$ cat src/rtl/sjrf_pkg.sv
`default_nettype none

package sjrf_pkg;

    // Widths of the request and result fields.
    localparam int BYTE_W  = 8;
    localparam int ADDR_W  = 32;
    localparam int COUNT_W = 13;
    localparam int MODE_W  = 2;

    // Run length saturates here when no block end arrives.
    localparam logic [COUNT_W-1:0] COUNT_MAX = {COUNT_W{1'b1}};

    // Charset mode codes. The unused code behaves as MODE_ALL.
    localparam logic [MODE_W-1:0] MODE_JAPANESE = 2'd0;
    localparam logic [MODE_W-1:0] MODE_ASCII    = 2'd1;
    localparam logic [MODE_W-1:0] MODE_ALL      = 2'd2;

    // Configuration register indexes.
    localparam logic CFG_MIN_RUN_LENGTH = 1'b0;
    localparam logic CFG_CHARSET_MODE   = 1'b1;

    // Reset values of the configuration registers.
    localparam logic [COUNT_W-1:0] MIN_RUN_LENGTH_RESET = 13'd4;
    localparam logic [MODE_W-1:0]  CHARSET_MODE_RESET   = MODE_ALL;

    // Classification of one byte, shared by the run logic.
    typedef struct packed {
        logic is_lead;
        logic is_trail;
        logic is_kana;
        logic is_ascii;
        logic is_letter;
        logic is_high;
    } t_byte_class;

    // One reported run.
    typedef struct packed {
        logic [ADDR_W-1:0]  string_address;
        logic [COUNT_W-1:0] string_length;
        logic               saw_japanese;
        logic               saw_letters;
        logic               last_result;
    } t_result;

endpackage

`default_nettype wire

$ cat src/rtl/sjrf_byte_class.sv
`default_nettype none

// Sorts one byte into the Shift-JIS and ASCII classes used by the run logic.
module sjrf_byte_class
    import sjrf_pkg::*;
(
    input  wire logic [BYTE_W-1:0] i_byte,
    output t_byte_class            o_class
);

    always_comb begin
        o_class.is_lead   = i_byte inside {[8'h81:8'h9F], [8'hE0:8'hFC]};
        o_class.is_trail  = i_byte inside {[8'h40:8'h7E], [8'h80:8'hFC]};
        o_class.is_kana   = i_byte inside {[8'hA1:8'hDF]};
        o_class.is_ascii  = i_byte inside {[8'h20:8'h7E]};
        o_class.is_letter = i_byte inside {[8'h41:8'h5A], [8'h61:8'h7A]};
        o_class.is_high   = i_byte[BYTE_W-1];
    end

endmodule

`default_nettype wire

$ cat src/rtl/sjrf_result_fifo.sv
`default_nettype none

// Small result queue. Takes zero, one or two results a cycle and gives one when popped.
// The depth must be a power of two and at least two.
module sjrf_result_fifo
    import sjrf_pkg::*;
#(
    parameter int P_DEPTH = 4
) (
    input  wire logic    i_clk,
    input  wire logic    i_rst_n,
    input  wire logic [1:0] i_push_count,
    input  wire t_result i_data0,
    input  wire t_result i_data1,
    input  wire logic    i_pop,
    output t_result      o_data,
    output logic         o_valid,
    output logic         o_room2
);

    localparam int AW = $clog2(P_DEPTH);
    localparam int CW = $clog2(P_DEPTH + 1);

    t_result         r_mem [P_DEPTH];
    logic [AW-1:0]   r_wr_ptr;
    logic [AW-1:0]   r_rd_ptr;
    logic [CW-1:0]   r_count;
    logic [AW-1:0]   n_wr_ptr;
    logic [AW-1:0]   n_rd_ptr;
    logic [CW-1:0]   n_count;

    assign o_data  = r_mem[r_rd_ptr];
    assign o_valid = (r_count != '0);
    assign o_room2 = (r_count <= CW'(P_DEPTH - 2));

    always_comb begin
        n_wr_ptr = r_wr_ptr + AW'(i_push_count);
        n_rd_ptr = r_rd_ptr + AW'(i_pop);
        n_count  = CW'(r_count + CW'(i_push_count) - CW'(i_pop));
    end

    always_ff @(posedge i_clk) begin
        if (!i_rst_n) begin
            r_wr_ptr <= '0;
            r_rd_ptr <= '0;
            r_count  <= '0;
        end else begin
            r_wr_ptr <= n_wr_ptr;
            r_rd_ptr <= n_rd_ptr;
            r_count  <= n_count;
        end
    end

    always_ff @(posedge i_clk) begin
        if (i_push_count != 2'd0) begin
            r_mem[r_wr_ptr] <= i_data0;
        end
        if (i_push_count == 2'd2) begin
            r_mem[r_wr_ptr + AW'(1)] <= i_data1;
        end
    end

endmodule

`default_nettype wire

$ cat src/rtl/shift_jis_string_run_finder.sv
`default_nettype none

// Shift-JIS string run finder. Each request carries one memory byte, its scan
// address and a flag that marks the last byte of a read block. The block grows
// a run of text under the charset mode (Japanese Shift-JIS, ASCII only, or all
// printable bytes) and reports the run as a result when it ends, if it meets
// the minimum length and the mode's validity rule. A request is taken every
// cycle unless the input stalls; a taken byte waits in the input register
// until the result queue has room for two results, then is classified and
// applied to the run. One byte can cause two results (a lead byte that fails
// to pair ends one run, and the next byte forms a one-byte run at a block
// end); results drain through a queue of P_QUEUE_DEPTH entries at one per
// cycle while the output is not stalled, and the input stalls only while
// that queue has no room for two more results. Configuration writes are
// applied at once and must only be made while the block is idle.
module shift_jis_string_run_finder
    import sjrf_pkg::*;
#(
    parameter int P_QUEUE_DEPTH = 4
) (
    input  wire logic               i_clk,
    input  wire logic               i_rst_n,
    // Configuration write port.
    input  wire logic               i_cfg_we,
    input  wire logic               i_cfg_index,
    input  wire logic [COUNT_W-1:0] i_cfg_data,
    // Byte request channel.
    input  wire logic               i_valid,
    output logic                    o_stall,
    input  wire logic [BYTE_W-1:0]  i_data_byte,
    input  wire logic [ADDR_W-1:0]  i_byte_address,
    input  wire logic               i_block_end,
    // Result channel.
    output logic                    o_valid,
    input  wire logic               i_stall,
    output logic [ADDR_W-1:0]       o_string_address,
    output logic [COUNT_W-1:0]      o_string_length,
    output logic                    o_saw_japanese,
    output logic                    o_saw_letters,
    output logic                    o_last_result
);

    // Configuration registers.
    logic [COUNT_W-1:0] r_min_len;
    logic [MODE_W-1:0]  r_mode;

    // Input register.
    logic               r_in_valid;
    logic [BYTE_W-1:0]  r_byte;
    logic [ADDR_W-1:0]  r_addr;
    logic               r_bend;

    // Run state.
    logic               r_active;
    logic [ADDR_W-1:0]  r_start;
    logic [COUNT_W-1:0] r_count;
    logic               r_jseen;
    logic               r_lseen;
    logic               r_lead_pending;

    logic               n_active;
    logic [ADDR_W-1:0]  n_start;
    logic [COUNT_W-1:0] n_count;
    logic               n_jseen;
    logic               n_lseen;
    logic               n_lead_pending;

    t_byte_class        w_class;
    logic               w_mode_jp;
    logic               w_mode_ascii;
    logic               w_take;
    logic               w_proc;
    logic               w_room2;

    // Pending lead byte resolution.
    logic               w_pair;
    logic               w_fail_lead;
    logic               w_fire_a;

    // Run state once a failed lead byte has closed the old run.
    logic               w_active1;
    logic [COUNT_W-1:0] w_count1;
    logic               w_jseen1;
    logic               w_lseen1;

    // Handling of the current byte.
    logic               w_accept;
    logic               w_hold;
    logic               w_reject;
    logic               w_add_j;
    logic               w_add_l;
    logic               w_grow;
    logic [COUNT_W:0]   w_sum;

    // Run state after the current byte has joined.
    logic               w_active2;
    logic [ADDR_W-1:0]  w_start2;
    logic [COUNT_W-1:0] w_count2;
    logic               w_jseen2;
    logic               w_lseen2;
    logic               w_end2;
    logic               w_fire_b;

    t_result            w_res_a;
    t_result            w_res_b;
    t_result            w_push0;
    logic [1:0]         w_push_count;
    t_result            w_head;
    logic               w_pop;

    // A run is reported if it holds bytes, meets the minimum and passes the
    // validity rule of the mode: Japanese text for Japanese mode, a letter
    // for ASCII mode, and either one for all-printable mode.
    function automatic logic run_reportable(
        input logic               active,
        input logic [COUNT_W-1:0] count,
        input logic               jseen,
        input logic               lseen,
        input logic [COUNT_W-1:0] min_len,
        input logic [MODE_W-1:0]  mode
    );
        logic ok;
        case (mode)
            MODE_JAPANESE: ok = jseen;
            MODE_ASCII:    ok = lseen;
            default:       ok = jseen | lseen;
        endcase
        return active && (count != '0) && (count >= min_len) && ok;
    endfunction

    sjrf_byte_class u_byte_class (
        .i_byte  (r_byte),
        .o_class (w_class)
    );

    // The input register empties whenever its byte is applied, so a new
    // request can be taken in the same cycle.
    assign o_stall = r_in_valid && !w_room2;
    assign w_take  = i_valid && !o_stall;
    assign w_proc  = r_in_valid && w_room2;

    assign w_mode_jp    = (r_mode == MODE_JAPANESE);
    assign w_mode_ascii = (r_mode == MODE_ASCII);

    always_comb begin
        // A held lead byte pairs only with a trail byte while the mode is
        // still Japanese; otherwise the run ends without it.
        w_pair      = r_lead_pending && w_mode_jp && w_class.is_trail;
        w_fail_lead = r_lead_pending && !w_pair;
        w_fire_a    = w_fail_lead &&
                      run_reportable(r_active, r_count, r_jseen, r_lseen, r_min_len, r_mode);

        w_active1 = w_fail_lead ? 1'b0 : r_active;
        w_count1  = w_fail_lead ? '0   : r_count;
        w_jseen1  = w_fail_lead ? 1'b0 : r_jseen;
        w_lseen1  = w_fail_lead ? 1'b0 : r_lseen;

        // Classify the byte under the current mode. A paired trail byte is
        // consumed by the pair and not looked at again.
        w_accept = 1'b0;
        w_hold   = 1'b0;
        w_reject = 1'b0;
        w_add_j  = 1'b0;
        w_add_l  = 1'b0;
        if (!w_pair) begin
            if (w_mode_jp) begin
                if (w_class.is_lead) begin
                    // A lead byte at a block end cannot pair; the block end
                    // closes the run and the byte is dropped.
                    w_hold = !r_bend;
                end else if (w_class.is_kana) begin
                    w_accept = 1'b1;
                    w_add_j  = 1'b1;
                end else if (w_class.is_ascii) begin
                    w_accept = 1'b1;
                    w_add_l  = w_class.is_letter;
                end else begin
                    w_reject = 1'b1;
                end
            end else if (w_mode_ascii) begin
                w_accept = w_class.is_ascii;
                w_reject = !w_class.is_ascii;
                w_add_l  = w_class.is_letter;
            end else begin
                w_accept = w_class.is_ascii || w_class.is_high;
                w_reject = !w_accept;
                w_add_l  = w_class.is_letter;
                w_add_j  = w_class.is_lead || w_class.is_kana;
            end
        end

        // Grow the run by one byte, or by two for a lead/trail pair, with the
        // count saturating at its maximum.
        w_grow = w_pair || w_accept;
        w_sum  = {1'b0, w_count1} + (w_pair ? (COUNT_W+1)'(2) : (COUNT_W+1)'(1));

        w_active2 = w_active1 || w_grow;
        if (w_grow && !w_active1) begin
            // A pair starts at the held lead byte, whose address is already
            // in the start register.
            w_start2 = w_pair ? r_start : r_addr;
        end else begin
            w_start2 = r_start;
        end
        if (w_grow) begin
            w_count2 = w_sum[COUNT_W] ? COUNT_MAX : w_sum[COUNT_W-1:0];
        end else begin
            w_count2 = w_count1;
        end
        w_jseen2 = w_jseen1 || w_pair || (w_accept && w_add_j);
        w_lseen2 = w_lseen1 || (w_accept && w_add_l);

        // The run closes at a rejected byte or at a block end.
        w_end2   = r_bend || w_reject;
        w_fire_b = w_end2 &&
                   run_reportable(w_active2, w_count2, w_jseen2, w_lseen2, r_min_len, r_mode);
    end

    // Results in order: the run closed by a failed lead byte first, then the
    // run closed by this byte. The later one carries the last-result flag.
    always_comb begin
        w_res_a.string_address = r_start;
        w_res_a.string_length  = r_count;
        w_res_a.saw_japanese   = r_jseen;
        w_res_a.saw_letters    = r_lseen;
        w_res_a.last_result    = !w_fire_b;

        w_res_b.string_address = w_start2;
        w_res_b.string_length  = w_count2;
        w_res_b.saw_japanese   = w_jseen2;
        w_res_b.saw_letters    = w_lseen2;
        w_res_b.last_result    = 1'b1;

        w_push0 = w_fire_a ? w_res_a : w_res_b;
        if (w_proc) begin
            w_push_count = 2'(w_fire_a) + 2'(w_fire_b);
        end else begin
            w_push_count = 2'd0;
        end
    end

    // Next run state.
    always_comb begin
        n_active       = r_active;
        n_start        = r_start;
        n_count        = r_count;
        n_jseen        = r_jseen;
        n_lseen        = r_lseen;
        n_lead_pending = r_lead_pending;
        if (w_proc) begin
            n_lead_pending = w_hold;
            if (w_end2) begin
                n_active = 1'b0;
                n_start  = w_start2;
                n_count  = '0;
                n_jseen  = 1'b0;
                n_lseen  = 1'b0;
            end else begin
                n_active = w_active2;
                n_count  = w_count2;
                n_jseen  = w_jseen2;
                n_lseen  = w_lseen2;
                // A held lead byte with no open run records its own address as the run start.
                n_start  = (w_hold && !w_active1) ? r_addr : w_start2;
            end
        end
    end

    always_ff @(posedge i_clk) begin
        if (!i_rst_n) begin
            r_min_len      <= MIN_RUN_LENGTH_RESET;
            r_mode         <= CHARSET_MODE_RESET;
            r_in_valid     <= 1'b0;
            r_active       <= 1'b0;
            r_start        <= '0;
            r_count        <= '0;
            r_jseen        <= 1'b0;
            r_lseen        <= 1'b0;
            r_lead_pending <= 1'b0;
        end else begin
            if (i_cfg_we) begin
                case (i_cfg_index)
                    CFG_MIN_RUN_LENGTH: r_min_len <= i_cfg_data;
                    CFG_CHARSET_MODE:   r_mode    <= i_cfg_data[MODE_W-1:0];
                    default:            r_mode    <= r_mode;
                endcase
            end
            if (w_take) begin
                r_in_valid <= 1'b1;
            end else if (w_proc) begin
                r_in_valid <= 1'b0;
            end
            r_active       <= n_active;
            r_start        <= n_start;
            r_count        <= n_count;
            r_jseen        <= n_jseen;
            r_lseen        <= n_lseen;
            r_lead_pending <= n_lead_pending;
        end
    end

    // Payload of the input register.
    always_ff @(posedge i_clk) begin
        if (w_take) begin
            r_byte <= i_data_byte;
            r_addr <= i_byte_address;
            r_bend <= i_block_end;
        end
    end

    assign w_pop = o_valid && !i_stall;

    sjrf_result_fifo #(
        .P_DEPTH (P_QUEUE_DEPTH)
    ) u_result_fifo (
        .i_clk        (i_clk),
        .i_rst_n      (i_rst_n),
        .i_push_count (w_push_count),
        .i_data0      (w_push0),
        .i_data1      (w_res_b),
        .i_pop        (w_pop),
        .o_data       (w_head),
        .o_valid      (o_valid),
        .o_room2      (w_room2)
    );

    assign o_string_address = w_head.string_address;
    assign o_string_length  = w_head.string_length;
    assign o_saw_japanese   = w_head.saw_japanese;
    assign o_saw_letters    = w_head.saw_letters;
    assign o_last_result    = w_head.last_result;

endmodule

`default_nettype wire
$ cat config.mk
export PLATFORM = sky130hd
export DESIGN_NAME = shift_jis_string_run_finder
export DESIGN_NICKNAME = d
export VERILOG_FILES = /design/src/rtl/sjrf_pkg.sv /design/src/rtl/sjrf_byte_class.sv /design/src/rtl/sjrf_result_fifo.sv /design/src/rtl/shift_jis_string_run_finder.sv
export SDC_FILE = /design/constraint.sdc
export NUM_CORES = 1
export LEC_CHECK = 0
export BUFFER_PORTS_ARGS = -buffer_cell sky130_fd_sc_hd__buf_2
export CELL_PAD_IN_SITES_DETAIL_PLACEMENT = 1
export CELL_PAD_IN_SITES_GLOBAL_PLACEMENT = 1
export CORE_AREA = 10 10 178 180
export DETAILED_ROUTE_END_ITERATION = 8
export DIE_AREA = 0 0 188 190
export PLACE_DENSITY_LB_ADDON = 0.1
export RECOVER_POWER = 50
export SYNTH_ARGS = -nofsm -noshare
export SYNTH_HDL_FRONTEND = slang
export SYNTH_SLANG_ARGS = --single-unit
$ cat constraint.sdc
create_clock -name i_clk -period 14.2 [get_ports i_clk]
set_input_delay 1.42 -clock i_clk [delete_from_list [all_inputs] [get_ports i_clk]]
set_output_delay 1.42 -clock i_clk [all_outputs]
set_load 0.005 [all_outputs]
==> impl_metrics.py <==
metrics = {
    "outcome": {
        "outcome": "finished with violations",
        "violations": "capacitance limit, slew limit",
    },
    "logic_synthesis": {
        "syn-instance-count": 1166,
        "synthDominantAreaCellType": "sky130_fd_sc_hd__edfxtp_1",
        "netlist_area_um2": 15000,
        "synth-async-reset-ratio_pct": 0,
        "synth_enable_flop_cells": 229,
        "synth_most_common_cell": "sky130_fd_sc_hd__edfxtp_1",
        "ys_seq_elements": 305,
        "synth_largest_type_area_fraction_pct": 45.8,
        "post_synth_top_cells": "sky130_fd_sc_hd__edfxtp_1, sky130_fd_sc_hd__a32o_1, sky130_fd_sc_hd__nand2_1",
        "postSynthNetCount": 1261,
        "yosysUniqueCellTypes": 72,
        "yosysSeqAreaShare_pct": 55.9,
        "synth-main-ff-cell": "sky130_fd_sc_hd__edfxtp_1",
        "yosysWarningCount": 0,
        "post_synth.cell_area_avg_um2": 12.9,
        "yosys-top-cells-area": "sky130_fd_sc_hd__edfxtp_1, sky130_fd_sc_hd__dfxtp_1, sky130_fd_sc_hd__a32o_1",
    },
    "routing": {
        "detailedRoute.firstIterationViolations": 1148,
        "detail_route.wl_per_cell_um": 26.4,
        "vias": 10700,
        "detail_route.wirelength_um": 43600,
        "drc_errors": 0,
        "postRouteAntennaNets": 0,
        "avgViaCountPerCell": 6.49,
        "drt_pre_antenna_iters": 6,
    },
    "clocking": {
        "numClockSinks": 305,
        "cts_tree": "done",
        "h-tree-depth": 2,
        "cts_resized": 0,
        "ctsRootBufferMaster": "sky130_fd_sc_hd__clkbuf_16",
        "ctsHoldBuffers": 0,
        "cts-root-to-sink-buffers": 3,
        "worst_skew_pair.late_latency_ns": 0.52,
        "cts.reportedPaths.clkPinSlew_ns": 0.06,
        "post-cts-setup-buffers": 0,
        "cts_inserted_buffers": 34,
    },
    "floorplanning": {
        "die_w_um": 188,
        "num_rows": 62,
        "placeable_core_region_um2": 28200,
        "pin_count": 110,
        "die_area_um2": 35700,
        "floorplan.initialDensity_pct": 53.2,
        "die_height_um": 190,
    },
    "power_and_ir_drop": {
        "report.power.total_mw": 2.16,
        "power-per-cell-area_nw_per_um2": 129,
        "power.leakage_nw": 6.12,
        "ir_worst_vdd_mv": 0.0993,
    },
    "setup_path": {
        "setup.worst_path.end": "u_result_fifo.r_mem[3][13]",
        "source_of_the_critical_timing_path": "r_byte[7]",
        "crit_path_max_fanout": 16,
        "kind_of_critical_path": "flip-flop to flip-flop",
        "worstReg2RegEnd": "u_result_fifo.r_mem[3][13]",
        "ff2ff_path_depth": 25,
        "element_type_at_the_critical_path_start": "flip-flop",
        "rr_startpoint": "r_byte[7]",
        "required_ns": 14.53,
        "worst-endpoint-arrival_ns": 11.17,
        "cp-end-kind": "flip-flop",
        "flop_to_flop_setup_slack_ns": 3.36,
    },
    "timing": {
        "worst_pin_slew_ns": 4.57,
        "drv_slew": 348,
        "timing.setup.tns_ns": 0,
        "slew-limit-headroom_pct": -213,
        "setup_viol_count_final": 0,
        "period_needed_ns": 10.84,
        "final_clock_skew_ns": 0.0217,
        "timing.fmax_mhz": 92.3,
        "post-route-period-util_pct": 76.3,
        "rsz0062_at_grt": "no",
        "final.hold.worst_slack_ns": 0.471,
        "hold_viol_final": 0,
    },
    "job": {
        "cap_viol_max_count": 9,
    },
    "layout": {
        "antenna-diode-count": 0,
        "final_nets": 1332,
        "post_route_cells_drive_above_1_share_pct": 15.8,
        "synthToLayoutAreaGrowth_pct": 11.7,
        "fill_cells": 2860,
    },
    "grt": {
        "vias_in_the_first_global_route": 11600,
        "first_pass_grt_wire_length_um": 68400,
        "antenna_violations_before_repair": 0,
        "grt_max_degree": 80,
        "globalRoute.totalOverflow": 0,
        "grt.total_usage_pct": 24.1,
    },
    "hold_path": {
        "holdCritPathClass": "flip-flop to flip-flop",
    },
    "placed_design": {
        "dpl.hpwl_um": 26800,
        "gp_congestion": 0.896,
        "port_buffers": 109,
    },
}
==> worst min path at each step <==
stage / from / end / slack [ns] / cells past startpoint
6_report: r_min_len[10] / r_min_len[10] / 0.47 / 2
5_1_grt: u_result_fifo.r_mem[0][0] / u_result_fifo.r_mem[0][0] / 0.50 / 1
4_1_cts: r_min_len[1] / r_min_len[1] / 0.47 / 2
3_5_place_dp: u_result_fifo.r_mem[2][0] / u_result_fifo.r_mem[2][0] / 0.45 / 1
3_3_place_gp: u_result_fifo.r_mem[2][0] / u_result_fifo.r_mem[2][0] / 0.44 / 1
2_1_floorplan: u_result_fifo.r_mem[2][0] / u_result_fifo.r_mem[2][0] / 0.43 / 1
==> cell type report <==
cell class	count	area [um2]	area share (%)
Sequential cell	305	8400	50.1
Multi-Input combinational cell	727	6050	36.0
Clock buffer	47	920	5.48
Timing Repair Buffer	129	608	3.62
Tap cell	384	480	2.86
Clock inverter	15	169	1.01
Inverter	40	150	0.895
==> sequential cells by signal, summed over array words and instances, names as in the netlist <==
name,cells
r_in_valid,1
r_lead_pending,1
r_addr,32
u_result_fifo.r_wr_ptr,2
r_mode,2
r_bend,1
r_active,1
u_result_fifo.r_mem,192
u_result_fifo.r_count,3
u_result_fifo.r_rd_ptr,2
r_lseen,1
r_jseen,1
r_min_len,13
r_byte,8
r_count,13
r_start,32
==> placed cells by master (no fill, tap or decap), types with 8 or more instances in the layout <==
master / instances
sky130_fd_sc_hd__and2_0: 9
sky130_fd_sc_hd__ha_1: 33
sky130_fd_sc_hd__nor2_1: 25
sky130_fd_sc_hd__nand3_1: 15
sky130_fd_sc_hd__buf_2: 66
sky130_fd_sc_hd__mux2i_1: 33
sky130_fd_sc_hd__a21boi_0: 15
sky130_fd_sc_hd__and2_1: 17
sky130_fd_sc_hd__a32o_1: 128
sky130_fd_sc_hd__a21oi_1: 63
sky130_fd_sc_hd__nand4_1: 9
sky130_fd_sc_hd__inv_1: 39
sky130_fd_sc_hd__dfxtp_1: 75
sky130_fd_sc_hd__buf_4: 11
sky130_fd_sc_hd__nor2b_1: 48
sky130_fd_sc_hd__nand2_1: 106
sky130_fd_sc_hd__clkbuf_1: 63
sky130_fd_sc_hd__o21ai_0: 32
sky130_fd_sc_hd__edfxtp_1: 229
sky130_fd_sc_hd__mux4_2: 48
sky130_fd_sc_hd__xnor2_1: 8
sky130_fd_sc_hd__clkbuf_16: 34
sky130_fd_sc_hd__a22o_1: 8
==> worst max-delay path, stage by stage, from the launching register on <==
cell and delay (ns):
sky130_fd_sc_hd__edfxtp_1 0.49, sky130_fd_sc_hd__maj3_1 0.44, sky130_fd_sc_hd__a311o_1 0.35, sky130_fd_sc_hd__nand2_1 0.50, sky130_fd_sc_hd__nand2_1 0.22, sky130_fd_sc_hd__inv_1 0.10, sky130_fd_sc_hd__ha_1 0.11, sky130_fd_sc_hd__and3b_1 0.17
sky130_fd_sc_hd__o211ai_1 0.18, sky130_fd_sc_hd__nor4_1 1.03, sky130_fd_sc_hd__a21oi_1 0.35, sky130_fd_sc_hd__inv_1 0.14, sky130_fd_sc_hd__ha_1 0.25, sky130_fd_sc_hd__a21o_1 0.16, sky130_fd_sc_hd__a21oi_1 0.14, sky130_fd_sc_hd__nor2b_1 0.06
sky130_fd_sc_hd__o21ai_0 0.14, sky130_fd_sc_hd__nand2b_1 0.07, sky130_fd_sc_hd__a2111oi_0 0.42, sky130_fd_sc_hd__o21bai_1 0.14, sky130_fd_sc_hd__o211a_1 0.18, sky130_fd_sc_hd__ha_1 0.47, sky130_fd_sc_hd__o21ai_0 0.36, sky130_fd_sc_hd__a2111oi_0 3.62
sky130_fd_sc_hd__a21oi_1 0.26, sky130_fd_sc_hd__nor2_1 0.28
==> metrics by stage <==
stage | cell area (um2) | setup slack, ns | instances | util, %
finish | 16800 | 3.36 | 1647 | 59.4
global route | 16800 | 2.74 | 1647 | 59.4
CTS | 17000 | 6.12 | 1647 | 60.1
detailed placement | 15900 | 6.17 | 1585 | 56.2
global placement | 15900 | 6.33 | 1585 | 56.2
floorplan | 15000 | 7.49 | 1166 | -
==> kinds of logic (layout without fill, tap and decap cells) <==
group | count (synthesis) | count (layout) | synth area share, %
buffers and inverters | 134 | 231 | 3.55
muxes | 83 | 83 | 9.55
adders and majority gates | 36 | 36 | 3.09
DFF | 305 | 305 | 55.9
AOI/OAI and AO/OA | 329 | 329 | 18.1
xor gates and xnor gates | 14 | 14 | 0.817
and+or+nand+nor | 265 | 265 | 8.97
==> layer usage <==
metal | share of wire, % | vias up | track usage (%)
met5 | 0 | - | 0
met1 | 43 | 5451 | 31.8
met2 | 49 | 416 | 40.3
met4 | 2.2 | 0 | 6.98
li1 | - | 4747 | -
met3 | 6.4 | 69 | 3.83
==> report_power, final <==
part	total, mW	internal (mW)	switching [mW]
sequential	1.04	0.982	0.0534
combinational	0.255	0.110	0.144
clock	0.873	0.512	0.361
(Power assumes the default switching activity.)
